===== src/rtl/stereo_modulated_feedback_delay_defines.svh =====
// Assertion macros for the file that carries checks.
// Each macro takes a label, a condition, a consequence and a message.
`ifndef STEREO_MODULATED_FEEDBACK_DELAY_DEFINES_SVH
`define STEREO_MODULATED_FEEDBACK_DELAY_DEFINES_SVH

// The consequence must hold in the same cycle as the condition.
`define SMFD_ASSERT_NOW(label, cond, cons, msg) \
    label: assert property (@(posedge clk) disable iff (!rst_n) (cond) |-> (cons)) \
        else $error(msg);

// The consequence must hold in the cycle after the condition.
`define SMFD_ASSERT_NEXT(label, cond, cons, msg) \
    label: assert property (@(posedge clk) disable iff (!rst_n) (cond) |=> (cons)) \
        else $error(msg);

`endif


===== src/rtl/smfd_pkg.sv =====
`default_nettype none
package smfd_pkg;

    localparam int SAMPLE_W   = 16;
    localparam int DELAY_W    = 14;
    localparam int LEN_W      = 15;
    localparam int GAIN_W     = 15;
    localparam int PHASE_W    = 16;
    localparam int EFF_W      = 15;
    localparam int CFG_IDX_W  = 3;
    localparam int CFG_DATA_W = 16;

    // Register indexes of the configuration port.
    typedef enum logic [CFG_IDX_W-1:0] {
        REG_DELAY_LENGTH    = 3'd0,
        REG_RING_LENGTH     = 3'd1,
        REG_FEEDBACK_GAIN   = 3'd2,
        REG_WET_GAIN        = 3'd3,
        REG_LFO_DEPTH       = 3'd4,
        REG_LFO_INCREMENT   = 3'd5,
        REG_LFO_START_PHASE = 3'd6,
        REG_INPUT_MODULATES = 3'd7
    } cfg_reg_t;

    // Register values after reset.
    localparam logic [DELAY_W-1:0]  DELAY_RST       = 14'd2400;
    localparam logic [LEN_W-1:0]    RING_LEN_RST    = 15'd2401;
    localparam logic [GAIN_W-1:0]   FEEDBACK_RST    = 15'd6144;
    localparam logic [GAIN_W-1:0]   WET_RST         = 15'd16384;
    localparam logic [PHASE_W-1:0]  DEPTH_RST       = 16'd0;
    localparam logic [PHASE_W-1:0]  INCREMENT_RST   = 16'd14;
    localparam logic [PHASE_W-1:0]  START_PHASE_RST = 16'd0;

    // Quarter-wave sine polynomial coefficients, Q14.
    localparam logic [14:0] SIN_QUARTER = 15'd16384;
    localparam logic [13:0] SIN_C_INNER = 14'd10512;
    localparam logic [10:0] SIN_C_CUBE  = 11'd1160;
    localparam logic [14:0] SIN_C_OUTER = 15'd25736;
    // One radian in phase units, for the input-driven phase step.
    localparam logic signed [31:0] RAD_TO_PHASE = 32'sd10430;

    typedef enum logic [1:0] {
        BK_CLEAR,
        BK_IDLE,
        BK_MOD,
        BK_WRITE
    } back_state_t;

    typedef enum logic [2:0] {
        LF_IDLE,
        LF_T2,
        LF_INNER,
        LF_OUTER,
        LF_SINE,
        LF_FACTOR,
        LF_EFF
    } lfo_state_t;

    typedef struct packed {
        logic signed [SAMPLE_W-1:0] sample;
        logic                       right;
    } fq_item_t;

    typedef struct packed {
        logic               advance;
        logic [PHASE_W-1:0] step;
    } lfo_cmd_t;

    typedef struct packed {
        logic             valid;
        logic [EFF_W-1:0] eff;
    } lfo_stat_t;

    typedef struct packed {
        logic clearing;
        logic start;
    } back_stat_t;

    function automatic logic signed [SAMPLE_W-1:0] sat16(input logic signed [18:0] v);
        logic signed [SAMPLE_W-1:0] r;
        if (v > 19'sd32767)
            r = 16'sh7FFF;
        else if (v < -19'sd32768)
            r = 16'sh8000;
        else
            r = v[SAMPLE_W-1:0];
        return r;
    endfunction

endpackage
`default_nettype wire


===== src/rtl/smfd_front.sv =====
`default_nettype none
module smfd_front (
    input  wire logic                               clk,
    input  wire logic                               rst_n,
    input  wire logic                               push,
    input  wire logic signed [smfd_pkg::SAMPLE_W-1:0] sample_in,
    output logic                                    full,
    input  wire logic                               hold,
    input  wire logic                               q_pop,
    output logic                                    q_valid,
    output smfd_pkg::fq_item_t                      q_head
);
    import smfd_pkg::*;

    fq_item_t   ent_reg [2];
    logic       wr_ptr_reg, rd_ptr_reg, right_reg;
    logic [1:0] count_reg;
    logic       accept, take;

    // The front tags each beat with its channel; left comes first.
    assign full    = (count_reg == 2'd2) || hold;
    assign accept  = push && !full;
    assign q_valid = (count_reg != 2'd0);
    assign take    = q_pop && q_valid;
    assign q_head  = ent_reg[rd_ptr_reg];

    always_ff @(posedge clk or negedge rst_n)
    begin
        if (!rst_n)
        begin
            wr_ptr_reg <= 1'b0;
            rd_ptr_reg <= 1'b0;
            right_reg  <= 1'b0;
            count_reg  <= 2'd0;
        end
        else
        begin
            if (accept)
            begin
                wr_ptr_reg <= !wr_ptr_reg;
                right_reg  <= !right_reg;
            end
            if (take)
                rd_ptr_reg <= !rd_ptr_reg;
            count_reg <= count_reg + {1'b0, accept} - {1'b0, take};
        end
    end

    always_ff @(posedge clk)
    begin
        if (accept)
        begin
            ent_reg[wr_ptr_reg].sample <= sample_in;
            ent_reg[wr_ptr_reg].right  <= right_reg;
        end
    end

endmodule
`default_nettype wire


===== config.mk =====
export PLATFORM = sky130hd
export DESIGN_NAME = smfd_front
export DESIGN_NICKNAME = d
export VERILOG_FILES = /design/src/rtl/stereo_modulated_feedback_delay_defines.svh /design/src/rtl/smfd_pkg.sv /design/src/rtl/smfd_front.sv
export SDC_FILE = /design/constraint.sdc
export NUM_CORES = 1
export LEC_CHECK = 0
export BUFFER_PORTS_ARGS = -buffer_cell sky130_fd_sc_hd__buf_2
export CORE_ASPECT_RATIO = 1.4
export CORE_UTILIZATION = 50
export DETAILED_ROUTE_END_ITERATION = 8
export PLACE_DENSITY = 0.83
export SYNTH_ARGS = -nofsm -noshare
export SYNTH_HDL_FRONTEND = slang
export SYNTH_SLANG_ARGS = --single-unit

===== constraint.sdc =====
create_clock -name clk -period 2.1 [get_ports clk]
set_input_delay 0.42 -clock clk [delete_from_list [all_inputs] [get_ports clk]]
set_output_delay 0.42 -clock clk [all_outputs]
set_load 0.005 [all_outputs]

Word level (Yosys, flattened, before mapping)

Memory sizes are Yosys's and may differ from the RTL's.
Index checks and enable logic that the tools add are counted.

Register bits: 5
Bits in writable memories: 34
Input port bits: 21
Output and inout bits: 19
Word-level logic and storage cells: 18
Memories: 1

$add $sub $neg: 2
Equal/unequal tests: 1
Multiplexer cells: 2
Reductions and logical operators: 8

Memory list:

| memory  | words | bits a word | read ports | clocked after memory_dff | write ports | RTL line         | RTL |
|---|---|---|---|---|---|---|---|
| ent_reg | 2     | 17          | 1          | 0                        | 1           | smfd_front.sv:15 | `fq_item_t ent_reg [2];` |

Operators with widths:

| kind                                        | number |
|---|---|
| logical NOT 1 bit                           | 4 |
| adder 2 x 1 -> 2 bit                        | 1 |
| equality test 2 bit (second input constant) | 1 |
| logical AND 1 bit                           | 2 |
| two-way mux 1 bit                           | 2 |
| nonzero test 2 bit                          | 1 |
| subtractor 2 x 1 -> 2 bit                   | 1 |
| logical OR 1 bit                            | 1 |

Logic depth before layout (Yosys ltp)

Depth in word-level cells: 6
Gate-level depth with buffers: 7
Gate-level depth less buffers: 7

Worst setup path after synthesis

Ideal clock, no wire load.

Path kind: input to register
Start: in hold
End: mem ent_reg[1][0] (netlist bit) (enable)
Library setup time: 0.391 ns
Data arrival time: 1.439 ns
Data required time: 1.709 ns
Slack: 0.270 ns
Stages on the path: 2
Buffers on the path: 0
Cells stage by stage: nand3b_2 -> nor2_1

Word-level cells in the longest chain between the ends: 5

RTL lines:

| what                                    | RTL line         | RTL |
|---|---|---|
| start, declared                         | smfd_front.sv:8  | `input wire logic hold,` |
| logical OR 1 bit                        | smfd_front.sv:21 | `assign full = (count_reg == 2'd2) \|\| hold;` |
| logical NOT 1 bit                       | smfd_front.sv:22 | `assign accept = push && !full;` |
| logical AND 1 bit                       | smfd_front.sv:22 |  |
| two-way mux 1 bit                       | smfd_front.sv:51 | `if (accept)` |
| two-way mux 1 bit (not written as such) | smfd_front.sv:54 | `ent_reg[wr_ptr_reg].right <= right_reg;` |
| end, declared                           | smfd_front.sv:15 |  |

No other way between the ends.

==> reports/qor.yml <==
fin_skew_ns: 0.00737
p_total_mw: 2.22
grt_max_degree: 18
antenna_found_initial: 0
syn_area_per_cell_um2: 20.5
detail-route-antenna-nets: 0
critPathCaptureType: "output port"
clock_latency_ns: 0.28
timing.reg2reg.setup_slack_ns: 0.38
antennaDiodeCount: 0
netlist.area_leader.share: 0.672
cts_made_buffers: 5
design.die.area_mm2: 0.00327
drc_errors: 0
hold_viol_final: 0
crit_chain: "buf_4, mux2_2, buf_2"
fp-row-count: 23
synthCells: 74
cts_tree: "done"
place_area_mm2: 0.00176
tightest_slew_ns: 0.268
drt_wl_total_um: 2300
max-clock-path-buffers: 2
multi_input_area_um2: 343
cp_slowest_cell: "dfrtp_1"
power_leakage_nw: 0.759
core_area_mm2: 0.00288
status: "finished, final reports clean"
via_per_inst: 4.83
final.setup.tns_ns: 0
dr.first_iter.drc_count: 17
fin_crit_ns: 1.86
hold_slack_ns: 0.324
cts_setup_buffers: 0
h-tree-depth: 2
port_buffers: 39
path_class: "reg2out"
dp_hpwl_um: 1700
max_freq_mhz: 538
dr.pass1.iters: 4
seqCellArea_mm2: 0.00115
synth_seq_area_share: 0.755
ys.flop_type: "edfxtp_1"
fin_area_mm2: 0.00186
cp-start-kind: "flip-flop"
min_path_type: "in2reg"
yosysTopAreaCell: "edfxtp_1"
synth.area.top_cells: "edfxtp_1 (67%), mux2_4 (8.9%), dfrtp_1 (8.2%), mux2_2 (5.9%), xnor2_1 (2.3%)"
yosysWarnings: 0
ir_worst_vdd_v: 0.000907
grt_pass1_wl_um: 3550
vias: 772
synth_common_cells: "edfxtp_1 (34), mux2_4 (9), mux2_2 (8)"
grt_usage: 0.161
crit_fanout: 17
syn_to_final_growth_pct: 22.6
period_share: 0.885
relSlewSlack: 0.821
netlist_area_mm2: 0.00152
rsz0062_at_grt: "false"
synth_edf_count: 34
fillCellCount: 218
utilization: 0.647
clock_sinks: 39
synth_fp_nets: 97
cts-root-buf: "clkbuf_8"
power_density_mw_per_mm2: 1190
grt_overflow: 0
wl_per_cell_um: 14.4
synth.most_common_cell: "edfxtp_1"
clk_pin_slew_worst_paths_ns: 0.07
nets: 145
initial_core_util: 0.528
critical_path_required_ns: 1.68
synth.distinct_cells: 14
slew_viol_final: 0
largest_register_ffs: 34
max_stage_delay_ns: 0.37
setup_violations: 0
layout-drive-gt1-share: 0.561
synth_seq_cells: 39
place.gp.congestion: 0.677
die_height_um: 67.2
critPathArrivalTime_ns: 1.44
synthArstFlopShare: 0.128
max-cap-violations: 0
fp.dieW_um: 48.6
io_pins: 40
grt_pass1_vias: 769
==> final cells by class <==
type,instances,share of cell area
inverters,2,0.00403
well taps,37,0.0249
clock buffers,7,0.0464
repair buffers,43,0.122
multi-input cells,31,0.184
flip-flops and latches,39,0.616
clock inverters,1,0.00269
==> cells by family after synthesis <==
family	count (synthesis)	share of synthesized area
and+or+nand+nor	7	0.0321
adders and majority gates	2	0.0165
xor gates and xnor gates	5	0.0288
buffers and inverters	4	0.0198
muxes	17	0.148
DFF	39	0.755
==> cell usage in the layout (no fill, tap or decap) <==
cell / instances
clkinv_2: 1
edfxtp_1: 34
nand3b_2: 1
nor2_1: 2
and2_4: 1
clkbuf_8: 6
clkbuf_1: 1
buf_2: 39
mux2_4: 9
ha_1: 2
inv_1: 2
mux2_2: 8
xor2_1: 1
nand2b_1: 2
dfrtp_1: 5
xnor2_1: 4
buf_4: 3
or2_4: 1
dlygate4sd3_1: 1
==> report_power, final <==
group / internal (mW) / switching (mW)
logic: 0.382 / 0.283
registers: 0.998 / 0.0654
clock network: 0.264 / 0.229
==> metal layers <==
metal / wire length [um] / track usage / part of all wire / up-vias
met5: 0 / 0 / 0 / -
met4: 57 / 0.0993 / 0.025 / 0
met3: 86 / 0.0495 / 0.037 / 6
met2: 1360 / 0.301 / 0.59 / 23
met1: 797 / 0.155 / 0.35 / 372
li1: - / - / - / 371
==> worst max-delay path, delay by kind of cell, from the launching register on <==
kind                   cells  cell delay (ns)
multiplexers               1             0.37
flip-flops                 1             0.37
buffers and inverters      2             0.42
==> worst paths after layout <==
check / start / endpoint / depth (start not counted)
setup / recovery: rd_ptr_reg / q_head[3] / 3
hold / removal: sample_in[15] / ent_reg[0][16] / 1
setup reg to reg: count_reg[1] / count_reg[1] / 7
hold reg to reg: rd_ptr_reg / rd_ptr_reg / 1
max in group asynchronous: rst_n / right_reg / 2
min in group asynchronous: rst_n / wr_ptr_reg / 2
==> stage by stage <==
stage | std cells | worst slack (ns)
floorplan | 74 | 0.270
global placement | 151 | 0.443
detailed placement | 151 | 0.334
CTS | 160 | 0.223
global route | 160 | 0.163
finish | 160 | 0.242
==> what timing repair did <==
item / in CTS / in global routing
gates resized for setup: 0 / 0
hold endpoints to repair: 5 / 0
hold buffers: 1 / 0
Power figures use the tool's default switching activity.
