File: src/rtl/stereo_modulated_feedback_delay_defines.svh
// Assertion macros for the file that carries checks.
// Each macro takes a label, a condition, a consequence and a message.
`ifndef STEREO_MODULATED_FEEDBACK_DELAY_DEFINES_SVH
`define STEREO_MODULATED_FEEDBACK_DELAY_DEFINES_SVH

// The consequence must hold in the same cycle as the condition.
`define SMFD_ASSERT_NOW(label, cond, cons, msg) \
    label: assert property (@(posedge clk) disable iff (!rst_n) (cond) |-> (cons)) \
        else $error(msg);

// The consequence must hold in the cycle after the condition.
`define SMFD_ASSERT_NEXT(label, cond, cons, msg) \
    label: assert property (@(posedge clk) disable iff (!rst_n) (cond) |=> (cons)) \
        else $error(msg);

`endif

File: src/rtl/smfd_pkg.sv
`default_nettype none
package smfd_pkg;

    localparam int SAMPLE_W   = 16;
    localparam int DELAY_W    = 14;
    localparam int LEN_W      = 15;
    localparam int GAIN_W     = 15;
    localparam int PHASE_W    = 16;
    localparam int EFF_W      = 15;
    localparam int CFG_IDX_W  = 3;
    localparam int CFG_DATA_W = 16;

    // Register indexes of the configuration port.
    typedef enum logic [CFG_IDX_W-1:0] {
        REG_DELAY_LENGTH    = 3'd0,
        REG_RING_LENGTH     = 3'd1,
        REG_FEEDBACK_GAIN   = 3'd2,
        REG_WET_GAIN        = 3'd3,
        REG_LFO_DEPTH       = 3'd4,
        REG_LFO_INCREMENT   = 3'd5,
        REG_LFO_START_PHASE = 3'd6,
        REG_INPUT_MODULATES = 3'd7
    } cfg_reg_t;

    // Register values after reset.
    localparam logic [DELAY_W-1:0]  DELAY_RST       = 14'd2400;
    localparam logic [LEN_W-1:0]    RING_LEN_RST    = 15'd2401;
    localparam logic [GAIN_W-1:0]   FEEDBACK_RST    = 15'd6144;
    localparam logic [GAIN_W-1:0]   WET_RST         = 15'd16384;
    localparam logic [PHASE_W-1:0]  DEPTH_RST       = 16'd0;
    localparam logic [PHASE_W-1:0]  INCREMENT_RST   = 16'd14;
    localparam logic [PHASE_W-1:0]  START_PHASE_RST = 16'd0;

    // Quarter-wave sine polynomial coefficients, Q14.
    localparam logic [14:0] SIN_QUARTER = 15'd16384;
    localparam logic [13:0] SIN_C_INNER = 14'd10512;
    localparam logic [10:0] SIN_C_CUBE  = 11'd1160;
    localparam logic [14:0] SIN_C_OUTER = 15'd25736;
    // One radian in phase units, for the input-driven phase step.
    localparam logic signed [31:0] RAD_TO_PHASE = 32'sd10430;

    typedef enum logic [1:0] {
        BK_CLEAR,
        BK_IDLE,
        BK_MOD,
        BK_WRITE
    } back_state_t;

    typedef enum logic [2:0] {
        LF_IDLE,
        LF_T2,
        LF_INNER,
        LF_OUTER,
        LF_SINE,
        LF_FACTOR,
        LF_EFF
    } lfo_state_t;

    typedef struct packed {
        logic signed [SAMPLE_W-1:0] sample;
        logic                       right;
    } fq_item_t;

    typedef struct packed {
        logic               advance;
        logic [PHASE_W-1:0] step;
    } lfo_cmd_t;

    typedef struct packed {
        logic             valid;
        logic [EFF_W-1:0] eff;
    } lfo_stat_t;

    typedef struct packed {
        logic clearing;
        logic start;
    } back_stat_t;

    function automatic logic signed [SAMPLE_W-1:0] sat16(input logic signed [18:0] v);
        logic signed [SAMPLE_W-1:0] r;
        if (v > 19'sd32767)
            r = 16'sh7FFF;
        else if (v < -19'sd32768)
            r = 16'sh8000;
        else
            r = v[SAMPLE_W-1:0];
        return r;
    endfunction

endpackage
`default_nettype wire

File: src/rtl/smfd_lfo.sv
`default_nettype none
module smfd_lfo #(
    parameter int SINE_ENTRIES = 1024
) (
    input  wire logic                                 clk,
    input  wire logic                                 rst_n,
    input  wire logic                                 cfg_we,
    input  wire logic [smfd_pkg::CFG_IDX_W-1:0]       cfg_index,
    input  wire logic [smfd_pkg::CFG_DATA_W-1:0]      cfg_data,
    input  wire logic [smfd_pkg::DELAY_W-1:0]         delay_length,
    input  wire logic [smfd_pkg::PHASE_W-1:0]         lfo_depth,
    input  wire smfd_pkg::lfo_cmd_t                   cmd,
    output smfd_pkg::lfo_stat_t                       st
);
    import smfd_pkg::*;

    // The phase is quantised to the sine table resolution by masking low bits.
    localparam int QSH = PHASE_W - $clog2(SINE_ENTRIES);
    localparam logic [PHASE_W-1:0] PMASK = PHASE_W'(17'h10000 - (17'd1 << QSH));

    lfo_state_t          state_reg, state_next;
    logic [PHASE_W-1:0]  phase_reg, phase_next;
    logic                valid_reg, valid_next;
    logic [14:0]         t_reg, t2_reg, outer_reg;
    logic [13:0]         inner_reg;
    logic [1:0]          quad_reg;
    logic signed [15:0]  s_reg;
    logic [31:0]         factor_reg;
    logic [EFF_W-1:0]    eff_reg;

    logic                restart;
    logic [PHASE_W-1:0]  pq;
    logic [14:0]         t0, t_c;
    logic [29:0]         m_t2;
    logic [25:0]         m_in;
    logic [28:0]         m_out;
    logic [29:0]         m_y;
    logic [16:0]         y17;
    logic [15:0]         y_c;
    logic signed [32:0]  m_f;
    logic signed [33:0]  f_sum;
    logic [45:0]         m_e;

    assign restart = cmd.advance || cfg_we;
    assign st.valid = valid_reg;
    assign st.eff   = eff_reg;

    always_ff @(posedge clk or negedge rst_n)
    begin
        if (!rst_n)
        begin
            state_reg <= LF_T2;
            phase_reg <= START_PHASE_RST;
            valid_reg <= 1'b0;
        end
        else
        begin
            state_reg <= state_next;
            phase_reg <= phase_next;
            valid_reg <= valid_next;
        end
    end

    always_comb
    begin
        state_next = state_reg;
        phase_next = phase_reg;
        valid_next = valid_reg;
        if (restart)
        begin
            state_next = LF_T2;
            valid_next = 1'b0;
            if (cfg_we && (cfg_index == REG_LFO_START_PHASE))
                phase_next = cfg_data;
            else if (cmd.advance)
                phase_next = phase_reg + cmd.step;
        end
        else
        begin
            case (state_reg)
                LF_IDLE:   state_next = LF_IDLE;
                LF_T2:     state_next = LF_INNER;
                LF_INNER:  state_next = LF_OUTER;
                LF_OUTER:  state_next = LF_SINE;
                LF_SINE:   state_next = LF_FACTOR;
                LF_FACTOR: state_next = LF_EFF;
                LF_EFF:
                begin
                    state_next = LF_IDLE;
                    valid_next = 1'b1;
                end
                default:   state_next = LF_IDLE;
            endcase
        end
    end

    // One multiplication per step of the polynomial, each into a register.
    always_comb
    begin
        pq    = phase_reg & PMASK;
        t0    = {1'b0, pq[13:0]};
        t_c   = pq[14] ? (SIN_QUARTER - t0) : t0;
        m_t2  = 30'(t_c) * 30'(t_c);
        m_in  = 26'(t2_reg) * 26'(SIN_C_CUBE);
        m_out = 29'(t2_reg) * 29'(inner_reg);
        m_y   = 30'(t_reg) * 30'(outer_reg);
        y17   = {m_y[29:14], 1'b0};
        y_c   = (y17 > 17'd32767) ? 16'd32767 : y17[15:0];
        m_f   = $signed({1'b0, lfo_depth}) * s_reg;
        f_sum = (34'sd1 <<< 31) + 34'(m_f);
        m_e   = 46'(delay_length) * 46'(factor_reg);
    end

    always_ff @(posedge clk)
    begin
        case (state_reg)
            LF_T2:
            begin
                t_reg    <= t_c;
                quad_reg <= pq[15:14];
                t2_reg   <= m_t2[28:14];
            end
            LF_INNER:  inner_reg  <= SIN_C_INNER - 14'(m_in[25:14]);
            LF_OUTER:  outer_reg  <= SIN_C_OUTER - m_out[28:14];
            LF_SINE:   s_reg      <= quad_reg[1] ? -$signed(y_c) : $signed(y_c);
            LF_FACTOR: factor_reg <= f_sum[31:0];
            LF_EFF:    eff_reg    <= m_e[45:31];
            default:   eff_reg    <= eff_reg;
        endcase
    end

endmodule
`default_nettype wire

File: config.mk
export PLATFORM = sky130hd
export DESIGN_NAME = smfd_lfo
export DESIGN_NICKNAME = d
export VERILOG_FILES = /design/src/rtl/stereo_modulated_feedback_delay_defines.svh /design/src/rtl/smfd_pkg.sv /design/src/rtl/smfd_lfo.sv
export SDC_FILE = /design/constraint.sdc
export NUM_CORES = 2
export LEC_CHECK = 0
export BUFFER_PORTS_ARGS = -buffer_cell sky130_fd_sc_hd__buf_4
export CORE_MARGIN = 2
export CORE_UTILIZATION = 45
export DETAILED_ROUTE_END_ITERATION = 10
export SLEW_MARGIN = 5
export SYNTH_ARGS = -nofsm -noshare
export SYNTH_HDL_FRONTEND = slang
export SYNTH_SLANG_ARGS = --single-unit
File: constraint.sdc
create_clock -name clk -period 12.85 [get_ports clk]
set_input_delay 0.6425 -clock clk [delete_from_list [all_inputs] [get_ports clk]]
set_output_delay 0.6425 -clock clk [all_outputs]
set_load 0.01 [all_outputs]
# [Yosys cells after proc, flatten, opt, wreduce, memory -nomap -nowiden]
# Cells that the tools add are included.
[word_totals] regBits=144 in_bits=69 out_inout_bits=16
[op_classes] n_mul=6 n_mux=9 n_eq_ne=7 magnitude_cmp=1 addsub=6 n_reduce_logical=5
[op_table] op="$mux W16" n=4
[op_table] op="$mul A14 B32 Y46" n=1
[op_table] op="$add A32 B32 Y32 const A" n=1
[op_table] op="$mul A17 B16 Y32" n=1
[op_table] op="$mul A15 B15 Y30" n=1
[op_table] op="$mul A15 B14 Y29" n=1
[op_table] op="$mul A15 B15 Y29" n=1
[op_table] op="$mul A15 B8 Y23 const B" n=1
[op_table] op="$gt A17 B15 Y1 const B" n=1
[op_table] op="$add A16 B16 Y16" n=1
[op_table] op="$neg A16 Y16" n=1
[op_table] op="$mux W15" n=1
[op_table] op="$pmux W3 S5" n=1
[op_table] op="$sub A15 B14 Y15 const A" n=1
[op_table] op="$sub A15 B15 Y15 const A" n=1
[op_table] op="$sub A14 B12 Y14 const A" n=1
[op_table] op="$eq A3 B3 Y1 const B" n=4
[op_table] op="$eq A3 B2 Y1 const B" n=2
[op_table] op="$reduce_bool A2 Y1" n=2
[op_table] op="$eq A3 B1 Y1 const B" n=1
[op_table] op="$mux W3" n=1
[op_table] op="$mux W1" n=2
[op_table] op="$reduce_and A2 Y1" n=1
[op_table] op="$logic_and A1 B1 Y1" n=1
[op_table] op="$logic_or A1 B1 Y1" n=1

# [Logic depth before layout (Yosys ltp)]
[depth] depth_word=5 ltp_mapped=34

# [Worst setup path before layout]
# OpenSTA, ideal clock, no wires.
[synth_timing] path_kind="register to register" startpoint="reg t_reg[11]" endpoint="reg s_reg[13] (data pin)" path_slack_ns=4.923 stages_incl_launch_ff=34 synth_period_minus_slack_ns=7.927 setup_ns=0.152 arrival_time_ns=7.774 required_ns=12.698 path_cell_list="edfxtp_1 clkbuf_1 and2_1 fa_1 inv_1 fa_1 inv_1 fa_1 inv_1 fa_1 inv_1 fa_1 inv_1 fa_1 inv_1 ha_1 and2_1 o21ai_0 o211ai_1 a21oi_1 o21ai_0 a41o_1 a21oi_1 xnor2_1 a2111oi_4 inv_1 nor2_1 ha_1 o21a_1 and2_1 nand3_1 or3_1 mux2_2 o21ai_0"
[synth_between] elab_chain_cells=5
[synth_rtl] item="start, declared" line="smfd_lfo.sv:24" text="logic [14:0] t_reg, t2_reg, outer_reg;"
[synth_rtl] item="start signal, assigned" line="smfd_lfo.sv:119" text="t_reg <= t_c;"
[synth_rtl] item="$mul A15 B15 Y30 (*)" line="smfd_lfo.sv:106" text="m_y = 30'(t_reg) * 30'(outer_reg);"
[synth_rtl] item="$gt A17 B15 Y1" line="smfd_lfo.sv:108" text="y_c = (y17 > 17'd32767) ? 16'd32767 : y17[15:0];"
[synth_rtl] item="$mux W16 (*)" line="smfd_lfo.sv:108"
[synth_rtl] item="$neg A16 Y16" line="smfd_lfo.sv:125" text="LF_SINE: s_reg <= quad_reg[1] ? -$signed(y_c) : $signed(y_c);"
[synth_rtl] item="$mux W16 (*)" line="smfd_lfo.sv:125"
[synth_rtl] item="end signal, assigned" line="smfd_lfo.sv:125"
[synth_rtl] item="end, declared" line="smfd_lfo.sv:27" text="logic signed [15:0] s_reg;"
# Every way passes the cells marked *; elsewhere a longest branch is shown, timed or not.
# A chain may end at the register's enable or synchronous reset.

# [Worst setup path after layout]
# Same ends and word-level chain as after synthesis.

==> summary.txt <==
clock-pin slew on the worst setup and hold paths = 0.08 ns
maximum clock frequency = 108 MHz
Clock Latency Late Sink = 0.51 ns
first-pass GRT wire length = 162000 um
Least-Margin Pin Slew = 0.963 ns
Synth async-reset ratio = 0.146
sequential cell area = 0.00402 sq mm
fill count = 9025
Longest Clk Path Bufs = 2
XOR/XNOR Fraction of Synth Area = 0.0292
CP peak stage delay = 0.72 ns
final net count = 5957
1st-iter DRT viols = 1248
WL/cell = 16.2 um
adder-cell share of the synthesized area = 0.551
crit path time final = 9.24 ns
final slew viol count = 0
Post-CTS Setup Bufs = 0
pre-CTS WS = 3.62 ns
max FFs per register = 32
Post-DP Area = 0.0439 sq mm
Tightest Hold Check Type = in2reg
post-synthesis mux area share = 0.00463
DRT Wirelength = 94000 um
largest net degree at the start of global routing = 33
first drt pass iteration count = 5
crit-path most repeated cell = inv_1
most common cell in the netlist = inv_1
worst r2r src = t_reg[11]
Netlist Area Pre-Place = 0.0421 sq mm
commonest cells in the netlist = 983 x inv_1, 832 x fa_1, 686 x nand2_1
CP Capture Type = register
# IOs = 85
outcome = finished clean
Hold Crit Depth = 2
Fin Setup TNS = 0 ns
Avg Cell Area, Syn = 9.21 sq um
Fin Clk Skew = 0.0306 ns
top post-synthesis cells by area = fa_1 40%, ha_1 16%, inv_1 8.8%
Finished Cell Area = 0.0445 sq mm
EDFF count, synth = 117
share of the synthesized area in the top cell type = 0.395
initial core utilization = 0.453
post-synthesis sequential area ratio = 0.0953
via count = 29500
leading area contributor after synthesis = fa_1
GRT Resource Usage Total = 0.210
Synth Area in Simple Gates = 0.161
Critical Setup Path Class = reg2reg
Max transition margin = 0.353
P&R area growth vs syn = 5.66%
arrival time worst endpoint = 9.59 ns
CTS tree = yes
Slowest-stage cell, CP = a2111oi_4
Final period util = 0.719
DIE WIDTH = 310 um
cell row count = 112
largest family of logic cells by synthesized area = adder cells
Synth cell types = 77
synth warn = 0
drt drc = 0
cts bufs inserted = 17
RSZ-0062 raised after global routing = no
CP Launch Type = register
Compound-Gate Fraction of Synth Area = 0.0550
initial antenna violation count = 0
Final Wtd Congestion = 0.819
Req. time, crit path = 13.19 ns
cells on worst reg2reg path = 32
Syn Inst Count = 4577
total gr overflow = 0
Root Driver = clkbuf_16
WHS Endpoint = state_reg[2]
Seq cells post-synth = 137
Setup WS post-layout = 3.61 ns
Crit Path Max Fanout = 16
CTS H-tree depth = 4
hold_sp = cfg_we
Multi-input gate area = 0.0338 sq mm
Sink Count = 137
Crit Reg-Reg Endpoint = s_reg[13]
Die Ht = 310 um
Synth Flop Type = edfxtp_1
Max Cap Viol = 0
Routed Antenna Nets = 0
Port Buf Inserts = 84
Hold Vio Cnt, Final = 0
Final HPWL DP = 74500 um
endpoints failing setup = 0
R2R Setup Slk = 3.61 ns
routed vias/inst = 5.08
core area = 0.0930 sq mm
area of the die = 0.0961 sq mm
layout cells sized above 1 = 0.0363
vias in the first global route = 32100
==> worst max-delay path, delay by kind of cell (launching register included) <==
| kind | cells | cell delay [ns] |
|---|---|---|
| flops | 1 | 0.63 |
| simple gates | 6 | 1.37 |
| mux | 1 | 0.28 |
| compound gates | 9 | 2.31 |
| xor+xnor | 1 | 0.13 |
| buf+inv | 7 | 0.70 |
| fa+ha+maj | 8 | 3.63 |
==> routing by layer <==
| metal | GRT usage | up-vias | part of all wire |
|---|---|---|---|
| met5 | 0 | - | 0 |
| met4 | 0.0482 | 0 | 0.017 |
| met3 | 0.0194 | 95 | 0.027 |
| met2 | 0.385 | 432 | 0.53 |
| met1 | 0.267 | 15100 | 0.43 |
| li1 | - | 13800 | - |
==> what timing repair did <==
item | in CTS | in global routing
endpoints found under the hold margin | 14 | 0
resized for setup | 0 | 0
hold buffers | 1 | 0
==> worst max-delay path by stage <==
stage	from	slack, ns	endpoint
final	t_reg[11]	3.61	s_reg[13]
after global routing	t_reg[11]	2.84	s_reg[13]
after CTS	t_reg[12]	3.60	s_reg[13]
after detailed placement	t_reg[11]	3.62	s_reg[13]
after global placement	t_reg[11]	3.72	s_reg[13]
after floorplan	t_reg[11]	4.92	s_reg[13]
==> through the flow <==
step                 util  hold slack, ns  instances
CTS                 0.478           0.326       5799
global route        0.478           0.334       5799
finish              0.478           0.352       5801
global placement    0.472           0.458       5766
detailed placement  0.472           0.467       5766
floorplan               -           0.347       4580
==> final cells by class <==
cell class                 count  area share
timing repair buffer         109      0.0184
inverter                     984      0.0830
sequential                   137      0.0902
tap                         1254      0.0352
multi-input combinational   3283       0.759
antenna                        2    0.000112
clock buffer                  17     0.00956
clock inverter                15     0.00447
==> cell families (layout without fill, tap and decap cells) <==
group / Yosys count / count (layout)
simple gates: 1413 / 1413
fa+ha+maj: 1356 / 1356
buf+inv: 1160 / 1125
compound gates: 351 / 351
xor+xnor: 139 / 139
flops: 137 / 137
mux: 19 / 19
other cells: 2 / 7
==> placed cells by master (no fill, tap or decap), types with 9 or more instances in the layout <==
cell type  Yosys  layout
a211oi_1      11      11
a21o_1        38      38
a21oi_1      111     111
and2_1       425     425
and3_1        13      13
buf_4          1     108
clkbuf_16      0      17
dfrtp_1       19      19
edfxtp_1     117     117
fa_1         832     832
ha_1         524     524
inv_1        983     983
mux2i_1       15      15
nand2_1      686     686
nand2b_1      28      28
nand3_1       24      24
nand4_1       14      14
nor2_1       128     127
nor2b_1       24      24
nor3_1        26      25
o21a_1        25      25
o21ai_0       64      64
o21bai_1      15      15
o31ai_1        9       9
xnor2_1       99      99
xor2_1        39      39
Power is left out: the tool's default activity adds up to more than one toggle a clock period on the data nets, which glitch-free logic cannot reach.
